File: src/rtl/contour_corner_quad_detector_assert.svh
// Assertion helpers for the detector top module.
`ifndef CONTOUR_CORNER_QUAD_DETECTOR_ASSERT_SVH
`define CONTOUR_CORNER_QUAD_DETECTOR_ASSERT_SVH

// Same-cycle implication, disabled while in reset.
`define CCQD_ASSERT_NOW(label, ante, cons, msg) \
  label: assert property (@(posedge clk_i) disable iff (!rst_ni) (ante) |-> (cons)) \
    else $error(msg);

// Next-cycle implication, disabled while in reset.
`define CCQD_ASSERT_NEXT(label, ante, cons, msg) \
  label: assert property (@(posedge clk_i) disable iff (!rst_ni) (ante) |=> (cons)) \
    else $error(msg);

`endif

File: src/rtl/ccqd_pkg.sv
package ccqd_pkg;

  localparam int unsigned QUAD_SIZE = 4;
  localparam int unsigned COORD_W   = 16;
  localparam int unsigned MOUND_W   = 32;

  localparam logic [MOUND_W-1:0] THRESH_RESET = 32'h0100_0000;

  typedef struct packed {
    logic signed [COORD_W-1:0] x;
    logic signed [COORD_W-1:0] y;
  } pt_t;

  // Point after the squaring stage.
  typedef struct packed {
    logic [MOUND_W-1:0] mound;
    pt_t                pt;
    logic               last;
    logic               closed;
  } mound_item_t;

  typedef struct packed {
    logic                     found;
    pt_t [QUAD_SIZE-1:0]      corner;
  } quad_res_t;

  function automatic logic is_peak(input logic [MOUND_W-1:0] mid,
                                   input logic [MOUND_W-1:0] prev,
                                   input logic [MOUND_W-1:0] next,
                                   input logic [MOUND_W-1:0] thr);
    return (mid > prev) && (mid > next) && (mid > thr);
  endfunction

endpackage

File: src/rtl/contour_corner_quad_detector.sv
// An accepted last point reaches out_valid_o via the stage and result registers.
// Throughput: one point per cycle; stalls only while a finished result waits
// and the next last point reaches the corner tracker.
// Stage 1 squares the turn rate, stage 2 runs the peak compares and loads the
// result register. Reset clears the contour counters and valids and loads
// the threshold with 1.0 (Q8.24); the threshold survives contour ends.
`include "contour_corner_quad_detector_assert.svh"

module contour_corner_quad_detector #(
  parameter int unsigned MAX_CORNERS = 4
) (
  input  logic               clk_i,
  input  logic               rst_ni,
  input  logic               cfg_valid_i,
  output logic               cfg_ready_o,
  input  logic [31:0]        cfg_data_i,
  input  logic               in_valid_i,
  output logic               in_ready_o,
  input  logic signed [15:0] point_x_i,
  input  logic signed [15:0] point_y_i,
  input  logic signed [15:0] turn_rate_i,
  input  logic               last_point_i,
  input  logic               contour_closed_i,
  output logic               out_valid_o,
  input  logic               out_ready_i,
  output logic               quad_found_o,
  output logic signed [15:0] corner0_x_o,
  output logic signed [15:0] corner0_y_o,
  output logic signed [15:0] corner1_x_o,
  output logic signed [15:0] corner1_y_o,
  output logic signed [15:0] corner2_x_o,
  output logic signed [15:0] corner2_y_o,
  output logic signed [15:0] corner3_x_o,
  output logic signed [15:0] corner3_y_o
);

  logic [ccqd_pkg::MOUND_W-1:0] thresh_q;
  logic                         item_valid, take, out_free;
  ccqd_pkg::mound_item_t        item;
  ccqd_pkg::quad_res_t          result, out_q;
  logic                         out_valid_q, out_valid_d;

  assign cfg_ready_o = 1'b1;

  always_ff @(posedge clk_i or negedge rst_ni) begin
    if (!rst_ni) begin
      thresh_q <= ccqd_pkg::THRESH_RESET;
    end else if (cfg_valid_i && cfg_ready_o) begin
      thresh_q <= cfg_data_i;
    end
  end

  ccqd_mound_stage u_mound (
    .clk_i            (clk_i),
    .rst_ni           (rst_ni),
    .in_valid_i       (in_valid_i),
    .in_ready_o       (in_ready_o),
    .point_x_i        (point_x_i),
    .point_y_i        (point_y_i),
    .turn_rate_i      (turn_rate_i),
    .last_point_i     (last_point_i),
    .contour_closed_i (contour_closed_i),
    .item_valid_o     (item_valid),
    .item_o           (item),
    .item_take_i      (take)
  );

  assign out_free = !out_valid_q || out_ready_i;
  // non-last points never touch the result register, so they never wait
  assign take     = item_valid && (!item.last || out_free);

  ccqd_corner_track #(
    .MAX_CORNERS (MAX_CORNERS)
  ) u_track (
    .clk_i       (clk_i),
    .rst_ni      (rst_ni),
    .threshold_i (thresh_q),
    .item_i      (item),
    .fire_i      (take),
    .result_o    (result)
  );

  always_comb begin
    out_valid_d = out_valid_q;
    if (take && item.last) begin
      out_valid_d = 1'b1;
    end else if (out_ready_i) begin
      out_valid_d = 1'b0;
    end
  end

  always_ff @(posedge clk_i or negedge rst_ni) begin
    if (!rst_ni) begin
      out_valid_q <= 1'b0;
    end else begin
      out_valid_q <= out_valid_d;
    end
  end

  always_ff @(posedge clk_i) begin
    if (take && item.last) begin
      out_q <= result;
    end
  end

  assign out_valid_o  = out_valid_q;
  assign quad_found_o = out_q.found;
  assign corner0_x_o  = out_q.corner[0].x;
  assign corner0_y_o  = out_q.corner[0].y;
  assign corner1_x_o  = out_q.corner[1].x;
  assign corner1_y_o  = out_q.corner[1].y;
  assign corner2_x_o  = out_q.corner[2].x;
  assign corner2_y_o  = out_q.corner[2].y;
  assign corner3_x_o  = out_q.corner[3].x;
  assign corner3_y_o  = out_q.corner[3].y;

  `CCQD_ASSERT_NEXT(a_result_needs_last, out_free && !(take && item.last), !out_valid_q, "result without a last point")

  `CCQD_ASSERT_NOW(a_stall_has_item, !in_ready_o, item_valid && !take, "input stalled with free stage")

  `CCQD_ASSERT_NOW(a_quad_needs_room, out_valid_q && quad_found_o, MAX_CORNERS >= ccqd_pkg::QUAD_SIZE, "quad reported with too few corner slots")

endmodule

File: src/rtl/ccqd_mound_stage.sv
module ccqd_mound_stage (
  input  logic                  clk_i,
  input  logic                  rst_ni,
  input  logic                  in_valid_i,
  output logic                  in_ready_o,
  input  logic signed [15:0]    point_x_i,
  input  logic signed [15:0]    point_y_i,
  input  logic signed [15:0]    turn_rate_i,
  input  logic                  last_point_i,
  input  logic                  contour_closed_i,
  output logic                  item_valid_o,
  output ccqd_pkg::mound_item_t item_o,
  input  logic                  item_take_i
);

  logic                  valid_q, valid_d;
  ccqd_pkg::mound_item_t item_q, item_d;
  logic [15:0]           mag;
  logic                  load;

  assign in_ready_o = !valid_q || item_take_i;
  assign load       = in_valid_i && in_ready_o;

  always_comb begin
    // |turn_rate|; the most negative code maps to 0x8000, which is exact
    mag = turn_rate_i[15] ? (~turn_rate_i + 16'd1) : turn_rate_i;
    item_d.mound  = {16'd0, mag} * {16'd0, mag};
    item_d.pt.x   = point_x_i;
    item_d.pt.y   = point_y_i;
    item_d.last   = last_point_i;
    item_d.closed = contour_closed_i;
  end

  always_comb begin
    valid_d = valid_q;
    if (load) begin
      valid_d = 1'b1;
    end else if (item_take_i) begin
      valid_d = 1'b0;
    end
  end

  always_ff @(posedge clk_i or negedge rst_ni) begin
    if (!rst_ni) begin
      valid_q <= 1'b0;
    end else begin
      valid_q <= valid_d;
    end
  end

  always_ff @(posedge clk_i) begin
    if (load) begin
      item_q <= item_d;
    end
  end

  assign item_valid_o = valid_q;
  assign item_o       = item_q;

endmodule

File: src/rtl/ccqd_corner_track.sv
module ccqd_corner_track #(
  parameter int unsigned MAX_CORNERS = 4
) (
  input  logic                                clk_i,
  input  logic                                rst_ni,
  input  logic [ccqd_pkg::MOUND_W-1:0]        threshold_i,
  input  ccqd_pkg::mound_item_t               item_i,
  input  logic                                fire_i,
  output ccqd_pkg::quad_res_t                 result_o
);

  localparam int unsigned CNT_W = $clog2(MAX_CORNERS + 1);
  localparam int unsigned QS    = ccqd_pkg::QUAD_SIZE;

  logic [1:0]                      points_seen_q, points_seen_d;
  logic [CNT_W-1:0]                count_q, count_d;
  logic [ccqd_pkg::MOUND_W-1:0]    first_mound_q, second_mound_q;
  logic [ccqd_pkg::MOUND_W-1:0]    previous_mound_q, pending_mound_q;
  logic [ccqd_pkg::MOUND_W-1:0]    second_new;
  ccqd_pkg::pt_t                   first_pt_q, pending_pt_q;
  ccqd_pkg::pt_t [MAX_CORNERS-1:0] store_q, store_d;
  ccqd_pkg::pt_t [QS-1:0]          ext, shifted;

  logic             ps0, ps1, ps2;
  logic             add_a, add_b, wr_a, wr_b, first_hit, found;
  logic [CNT_W-1:0] count_a, count_b;
  logic [CNT_W:0]   total;

  assign ps0 = (points_seen_q == 2'd0);
  assign ps1 = (points_seen_q == 2'd1);
  assign ps2 = points_seen_q[1];

  always_comb begin
    second_new = ps1 ? item_i.mound : second_mound_q;
    // interior point, judged now that its right neighbor is here
    add_a = ps2 && ccqd_pkg::is_peak(pending_mound_q, previous_mound_q,
                                     item_i.mound, threshold_i);
    // last point wraps to point 0
    add_b = item_i.last && !ps0 &&
            ccqd_pkg::is_peak(item_i.mound, pending_mound_q, first_mound_q, threshold_i);
    // point 0, between the last point and point 1
    first_hit = item_i.last && !ps0 &&
                ccqd_pkg::is_peak(first_mound_q, item_i.mound, second_new, threshold_i);

    wr_a    = add_a && (count_q != CNT_W'(MAX_CORNERS));
    count_a = count_q + CNT_W'(wr_a);
    wr_b    = add_b && (count_a != CNT_W'(MAX_CORNERS));
    count_b = count_a + CNT_W'(wr_b);

    for (int i = 0; i < MAX_CORNERS; i++) begin
      if (wr_a && (count_q == CNT_W'(i))) begin
        store_d[i] = pending_pt_q;
      end else if (wr_b && (count_a == CNT_W'(i))) begin
        store_d[i] = item_i.pt;
      end else begin
        store_d[i] = store_q[i];
      end
    end
  end

  for (genvar k = 0; k < QS; k++) begin : g_ext
    if (k < MAX_CORNERS) begin : g_have
      assign ext[k] = store_d[k];
    end else begin : g_none
      assign ext[k] = '0;
    end
    if (k == 0) begin : g_head
      assign shifted[k] = first_pt_q;
    end else begin : g_tail
      assign shifted[k] = ext[k-1];
    end
  end

  always_comb begin
    total = (CNT_W+1)'(first_hit) + (CNT_W+1)'(count_b);
    found = item_i.closed && (MAX_CORNERS >= QS) && (total >= (CNT_W+1)'(QS));
    result_o.found = found;
    for (int k = 0; k < QS; k++) begin
      if (!found) begin
        result_o.corner[k] = '0;
      end else if (first_hit) begin
        result_o.corner[k] = shifted[k];
      end else begin
        result_o.corner[k] = ext[k];
      end
    end
  end

  always_comb begin
    points_seen_d = points_seen_q;
    count_d       = count_q;
    if (fire_i) begin
      if (item_i.last) begin
        points_seen_d = 2'd0;
        count_d       = '0;
      end else begin
        points_seen_d = ps2 ? points_seen_q : points_seen_q + 2'd1;
        count_d       = count_a;
      end
    end
  end

  always_ff @(posedge clk_i or negedge rst_ni) begin
    if (!rst_ni) begin
      points_seen_q <= 2'd0;
      count_q       <= '0;
    end else begin
      points_seen_q <= points_seen_d;
      count_q       <= count_d;
    end
  end

  // data side is only read after being written within the same contour
  always_ff @(posedge clk_i) begin
    if (fire_i) begin
      if (ps0) begin
        first_mound_q <= item_i.mound;
        first_pt_q    <= item_i.pt;
      end
      if (ps1) begin
        second_mound_q <= item_i.mound;
      end
      previous_mound_q <= pending_mound_q;
      pending_mound_q  <= item_i.mound;
      pending_pt_q     <= item_i.pt;
      store_q          <= store_d;
    end
  end

endmodule

File: config.mk
export PLATFORM = sky130hd
export DESIGN_NAME = contour_corner_quad_detector
export DESIGN_NICKNAME = d
export VERILOG_FILES = /design/src/rtl/ccqd_pkg.sv /design/src/rtl/contour_corner_quad_detector.sv /design/src/rtl/ccqd_mound_stage.sv /design/src/rtl/ccqd_corner_track.sv
export VERILOG_INCLUDE_DIRS = /design/src /design/src/rtl
export SDC_FILE = /design/constraint.sdc
export NUM_CORES = 2
export LEC_CHECK = 0
export ABC_AREA = 1
export BUFFER_PORTS_ARGS = -buffer_cell sky130_fd_sc_hd__buf_2
export CAP_MARGIN = 30
export CORE_ASPECT_RATIO = 1.5
export CORE_MARGIN = 1.5
export CORE_UTILIZATION = 35
export DETAILED_ROUTE_END_ITERATION = 7
export PLACE_DENSITY_LB_ADDON = 0.2
export SLEW_MARGIN = 20
export SYNTH_ARGS = -nofsm -noshare
export SYNTH_HDL_FRONTEND = slang
export SYNTH_HIERARCHICAL = 1
export SYNTH_SLANG_ARGS = --single-unit
File: constraint.sdc
create_clock -name clk_i -period 21.7 [get_ports clk_i]
set_input_delay 5.425 -clock clk_i [delete_from_list [all_inputs] [get_ports clk_i]]
set_output_delay 5.425 -clock clk_i [all_outputs]
set_load 0.03 [all_outputs]
## Word-level counts from Yosys, hierarchy flattened

Cells that the tools add are included.

| cells by class | value |
|---|---|
| multiply operators | 1 |
| magnitude comparators | 10 |
| reduce and logical (&&, ||, !) cells | 38 |
| bitwise gates (word level) | 1 |
| $add $sub $neg | 5 |
| mux-type cells | 21 |
| equal/unequal tests | 10 |

Operator list:

| operator | count |
|---|---|
| $mux W32 | 13 |
| $gt A32 B32 Y1 | 9 |
| $mul A16 B16 Y32 | 1 |
| $logic_and A1 B1 Y1 | 24 |
| $add A16 B1 Y16 const B | 1 |
| $mux W16 | 1 |
| $not A16 Y16 | 1 |
| $eq A3 B2 Y1 const B | 4 |
| $add A3 B1 Y3 | 2 |
| $eq A3 B1 Y1 const B | 2 |
| $logic_not A3 Y1 | 2 |
| $ne A3 B3 Y1 const B | 2 |
| $add A1 B3 Y4 | 1 |
| $ge A4 B3 Y1 const B | 1 |
| $logic_not A1 Y1 | 4 |
| $mux W1 | 4 |
| $mux W2 | 2 |
| $reduce_and A2 Y1 | 2 |
| $reduce_bool A2 Y1 | 2 |
| $logic_or A1 B1 Y1 | 3 |
| $mux W3 | 1 |
| $add A2 B1 Y2 const B | 1 |
| $eq A2 B1 Y1 const B | 1 |
| $logic_not A2 Y1 | 1 |
| $ne A2 B2 Y1 const B | 1 |

| word-level totals | value |
|---|---|
| logic and storage cells | 122 |
| register bits | 554 |
| output and inout bits | 132 |
| bits of input ports | 87 |

## Logic depth before layout (Yosys ltp)

| depth | value |
|---|---|
| depth after elaboration | 12 |
| depth in mapped cells | 34 |
| depth with buffers taken out | 32 |

## Hierarchy

Netlist, hierarchy kept.

By module, submodules not included:

| module | area an instance (sq um) | seq. area each (sq um) | times used | cells an instance |
|---|---|---|---|---|
| ccqd_corner_track | 22439.0 | 9734.3 | 1 | 2780 |
| ccqd_mound_stage | 10410.0 | 1976.9 | 1 | 1257 |
| contour_corner_quad_detector | 5366.4 | 4700.8 | 1 | 277 |

## Worst setup path after synthesis

OpenSTA, ideal clock, no wires.

| timing path | value |
|---|---|
| path type | input -> output |
| start point | input port out_ready_i |
| end point | output port in_ready_o |
| cell stages on the path | 6 |
| data required time | 16.275 ns |
| slack | 4.871 ns |
| arrival | 11.404 ns |
| buffers on the path | 0 |
| path through | inv_1 > nand3_1 > nand2_1 > inv_1 > inv_1 > nand2_1 |

| between the ends | value |
|---|---|
| cells in the longest elaborated chain, start to end | 4 |

Ends and longest elaborated chain:

| what | RTL line | text |
|---|---|---|
| start, declared | contour_corner_quad_detector.sv:25 | `input logic out_ready_i,` |
| $logic_or A1 B1 Y1 | contour_corner_quad_detector.sv:68 | `assign out_free = !out_valid_q \|\| out_ready_i;` |
| $logic_or A1 B1 Y1 | contour_corner_quad_detector.sv:70 | `assign take = item_valid && (!item.last \|\| out_free);` |
| $logic_and A1 B1 Y1 | contour_corner_quad_detector.sv:70 |  |
| named net take | contour_corner_quad_detector.sv:38 | `logic item_valid, take, out_free;` |
| $logic_or A1 B1 Y1 | ccqd_mound_stage.sv:21 | `assign in_ready_o = !valid_q \|\| item_take_i;` |
| end, declared | contour_corner_quad_detector.sv:18 | `output logic in_ready_o,` |

The timed path passes the listed nets, and every way through them passes these cells.

## Worst setup path after layout

Ends and elaborated chain as after synthesis.

==> results <==
- The flow ran to the end, and the final reports show no timing, DRC or antenna violations.
- The number of synthesis warnings is 6.
- The completed layout was analyzed and its total power is between 5 and 6 mW.
- The number of pins with negative max-slew slack in the final report is 0.
- The detail route stage leaves a number of antenna-violating nets equal to 0.
- The hold path startpoint is thresh_q[24].
- Counting instances, the worst hold path has a depth of 2.
- The DRC violation total after the first TritonRoute iteration is roughly 1700.
- The number of max-capacitance violations reported is 0.
- The smallest clock period supported by the final layout is computed as about 12 ns.
- TritonCTS built the clock tree.
- The post-synthesis instance area is ~0.038 mm².
- In the final routed layout, each cell accounts on average for 18.5 µm.
- In this run the most used layer during global routing was met2.
- The number of global-route vias before repair is 29300.
- The worst register-to-register path has a depth of 21.
- The static power due to leakage is 20.3 nW.
- The synthesized netlist contains 52 unique library cells.
- The routed layout has 29300 vias.
- The category of the worst setup path launch point is an input pin.
- In this run the critical register-to-register path is launched from u_mound/item_o[65].
- Hold repair after CTS inserted 0 buffers.
- The area of the die is 0.111 mm².
- The fraction of final layout cells with drive strength greater than 1 is 0.0985.
- In the synthesized netlist the dominant register cell turns out to be edfxtp_1.
- The cell accounting for the most synthesized area is edfxtp_1.
- Sorting the synthesized cells by how often they occur yields nand2_1 (919), inv_1 (787), nand3_1 (557), edfxtp_1 (514), nor2_1 (355).
- In the global route stage, overall resource usage came out at 0.198.
- The total setup buffers inserted after CTS is 0.
- The worst-case register-to-register setup slack is approximately 15 ns.
- The end of the worst register-to-register path is corner2_y_o[2].
- During placement, the flow inserted port buffers numbering 217.
- In the post-synthesis netlist, the cell with the most instances is nand2_1.
- The total negative setup slack is 0 ns.
- The post-synthesis instance total is approximately 4300.
- At the worst endpoint, the arrival time is between 6 and 7 ns.
- The worst supply voltage drop on vdd is about 0.16 mV.
- The die is about 270 µm wide.
- Of all flip-flops after synthesis, the portion carrying an async set or reset was 0.0705.
- The number of antenna violations at the first check in global routing is 4.
- The kind of critical path is input pin to primary output.
- Setup repair after global routing left no endpoint under its margin.
- The global routing met2 resource utilization is 0.376.
- The number of clock buffers added by TritonCTS is just under 60.
- The floorplan has between 100 and 150 rows.
- In the post-synthesis netlist, the biggest area contributors are edfxtp_1 (40%), ha_1 (11%), nand2_1 (9.0%).
- The clock passes through at most 3 buffers.
- The share of the core filled with cells in the final layout is 0.392.
- For the final database, setup skew stands at 0.0261 ns.
- Of the synthesized area, sequential elements account for 0.429.
- Synthesis inferred 553 register bits.
- The placeable core region is between 0.1 and 0.15 mm².
- The first-pass detailed-route iteration total is 7.
- In the global route stage, met3 resource usage came out at 0.0195.
- Dividing the final minimum period by the clock period gives 0.562.
- The congestion estimate from routability-driven global placement came to between 0.8 and 0.9.
- In this run the vertical extent of the chip is between 400 and 500 µm.
- The top-area cell type share of the netlist area is 0.404.
- The residual overflow from global routing is 0.
- Dividing total power by cell area gives a power density of 139 mW/mm².
- Using the TritonRoute via totals, the vias-per-cell ratio works out to just under 5.
- The net total in the final layout is 5042.
- In this run the worst hold path is classified as flop to flop.
- In this run the worst path has a maximum fanout of 99.
- Setup violations remaining at the end of the flow were counted as 0.
- The first global-routing pass estimated approximately 170 mm of wire.
- The maximum level of the CTS H-tree is 2.
- At the pin with the least slew margin, the transition time is around 1.1 ns.
- The count of final hold-check violations came to 0.
- The number of synthesized flops with an enable pin is approximately 500.
- The clock net in this run drives a total of about 550 sinks.
- The I/O pin count is ~220.
- Entering global routing, the biggest net connects about 170 pins.
- The destination of the worst hold path is thresh_q[24].
- CTS placed an instance of clkbuf_16 at the clock tree root.
- Clock-pin slew was measured on the worst setup and hold paths at ~0.060 ns.
- For met1 alone, demand over resource in global routing was 0.225.
- Compared with the post-synthesis result, the final layout area differs by 11.2%.
- STA classifies the critical path endpoint as a primary output.
- The tightest slew margin relative to the limit is 0.269.
- After clock tree synthesis, the repair step resized 0 gates.
- The half-perimeter wire length after detailed placement is ~77 mm.
- The starting density of the core is 0.353.
- The sum of routed wire length over all layers is about 110 mm.
- The worst slack on hold paths is approximately 0.46 ns.
- Timing would allow up to 82.0 MHz.
- The data required time at the worst endpoint is around 16 ns.
- The post-synthesis average cell area is 8.86 µm².
- In the routed design, unresolved DRC markers number 0.
- The later pin in the worst-skew pair is clocked with a latency of 0.64 ns.
-- cell usage in the layout (no fill, tap or decap), types with 4 or more instances in the layout --
cell	synthesis	routed
nand2_1	919	916
inv_1	787	785
nand3_1	557	556
edfxtp_1	514	514
nor2_1	355	352
ha_1	324	323
buf_2	61	217
fa_1	164	164
a21oi_1	160	159
nand4_1	95	95
o21ai_0	66	66
clkbuf_16	0	60
dfrtp_1	38	38
o21ai_2	30	30
buf_4	19	28
xor2_1	16	16
clkinv_2	0	15
conb_1	3	13
nor3_1	18	13
clkinv_1	1	12
nand3_2	11	12
o21a_1	11	11
nor2_2	8	10
inv_2	11	10
nand2_2	7	9
o21bai_1	9	9
inv_6	1	7
clkinv_4	0	6
nor2_4	5	6
nor3_2	1	6
o21ai_1	5	5
bufinv_16	0	4
clkinvlp_4	0	4
o211ai_1	4	4
-- power breakdown --
part | internal, mW | switching (mW)
clock | 0.556 | 0.463
combinational | 1.13 | 2.07
sequential | 1.52 | 0.161
total | 3.20 | 2.69
-- state kept, by name, summed over array words and instances, names as in the netlist, 32 cells and up --
signal                    flops
thresh_q                     32
u_track/first_pt_q           32
u_track/first_mound_q        32
u_track/pending_pt_q         32
u_mound/item_o               65
u_track/second_mound_q       32
u_track/store_q             128
u_track/previous_mound_q     32
u_track/pending_mound_q      32
-- kinds of logic (layout without fill, tap and decap cells) --
| family | Yosys count | after routing | share of synthesized area |
|---|---|---|---|
| XOR/XNOR | 21 | 21 | 0.00580 |
| other | 3 | 14 | 0.000295 |
| AO/OA/AOI/OAI | 294 | 294 | 0.0438 |
| flip-flops | 553 | 553 | 0.429 |
| adder cells (fa/ha/maj) | 488 | 488 | 0.192 |
| buffers and inverters | 965 | 1157 | 0.102 |
| AND/OR/NAND/NOR | 1990 | 1990 | 0.226 |
-- layer usage --
layer	routed length, µm	share of wire	vias to the layer above
li1	-	-	14300
met1	42000	0.38	14000
met2	59400	0.54	743
met3	4590	0.042	198
met4	4100	0.037	2
met5	13	0.00012	-
-- through the flow --
stage	instances	setup WS, ns	instance area (µm²)
2_1_floorplan	4324	4.87	38300
3_3_place_gp	5831	9.41	40500
3_5_place_dp	5832	9.41	40600
4_1_cts	5941	9.43	42500
5_1_grt	5941	9.33	42500
6_report	5942	9.51	42500
-- how the worst max path moves through the flow --
stage,slack [ns],start,endpoint,cells past startpoint
5_1_grt,9.33,out_ready_i,in_ready_o,8
3_5_place_dp,9.41,turn_rate_i[0],u_mound/item_o[62],31
2_1_floorplan,4.87,out_ready_i,in_ready_o,6
4_1_cts,9.43,out_ready_i,in_ready_o,8
3_3_place_gp,9.41,out_ready_i,in_ready_o,8
6_report,9.51,out_ready_i,in_ready_o,8
-- worst max-delay path, cell delays in order --
cell	delay (ns)
buf_2	0.07
inv_1	0.04
nand3_1	0.05
nand2_1	0.13
inv_8	0.52
inv_1	0.20
nand2_1	0.12
buf_2	0.20
-- final cells by class --
| cell class | instances | area [µm²] |
|---|---|---|
| clock inverter | 47 | 400 |
| fill | 11100 | 65800 |
| timing repair buffer | 248 | 1360 |
| clock buffer | 62 | 1510 |
| tap | 1425 | 1780 |
| inverter | 800 | 3020 |
| sequential | 553 | 16400 |
| multi-input combinational | 2806 | 18000 |
| antenna | 1 | 2.50 |
No activity file was read; power rests on OpenSTA's default activity.
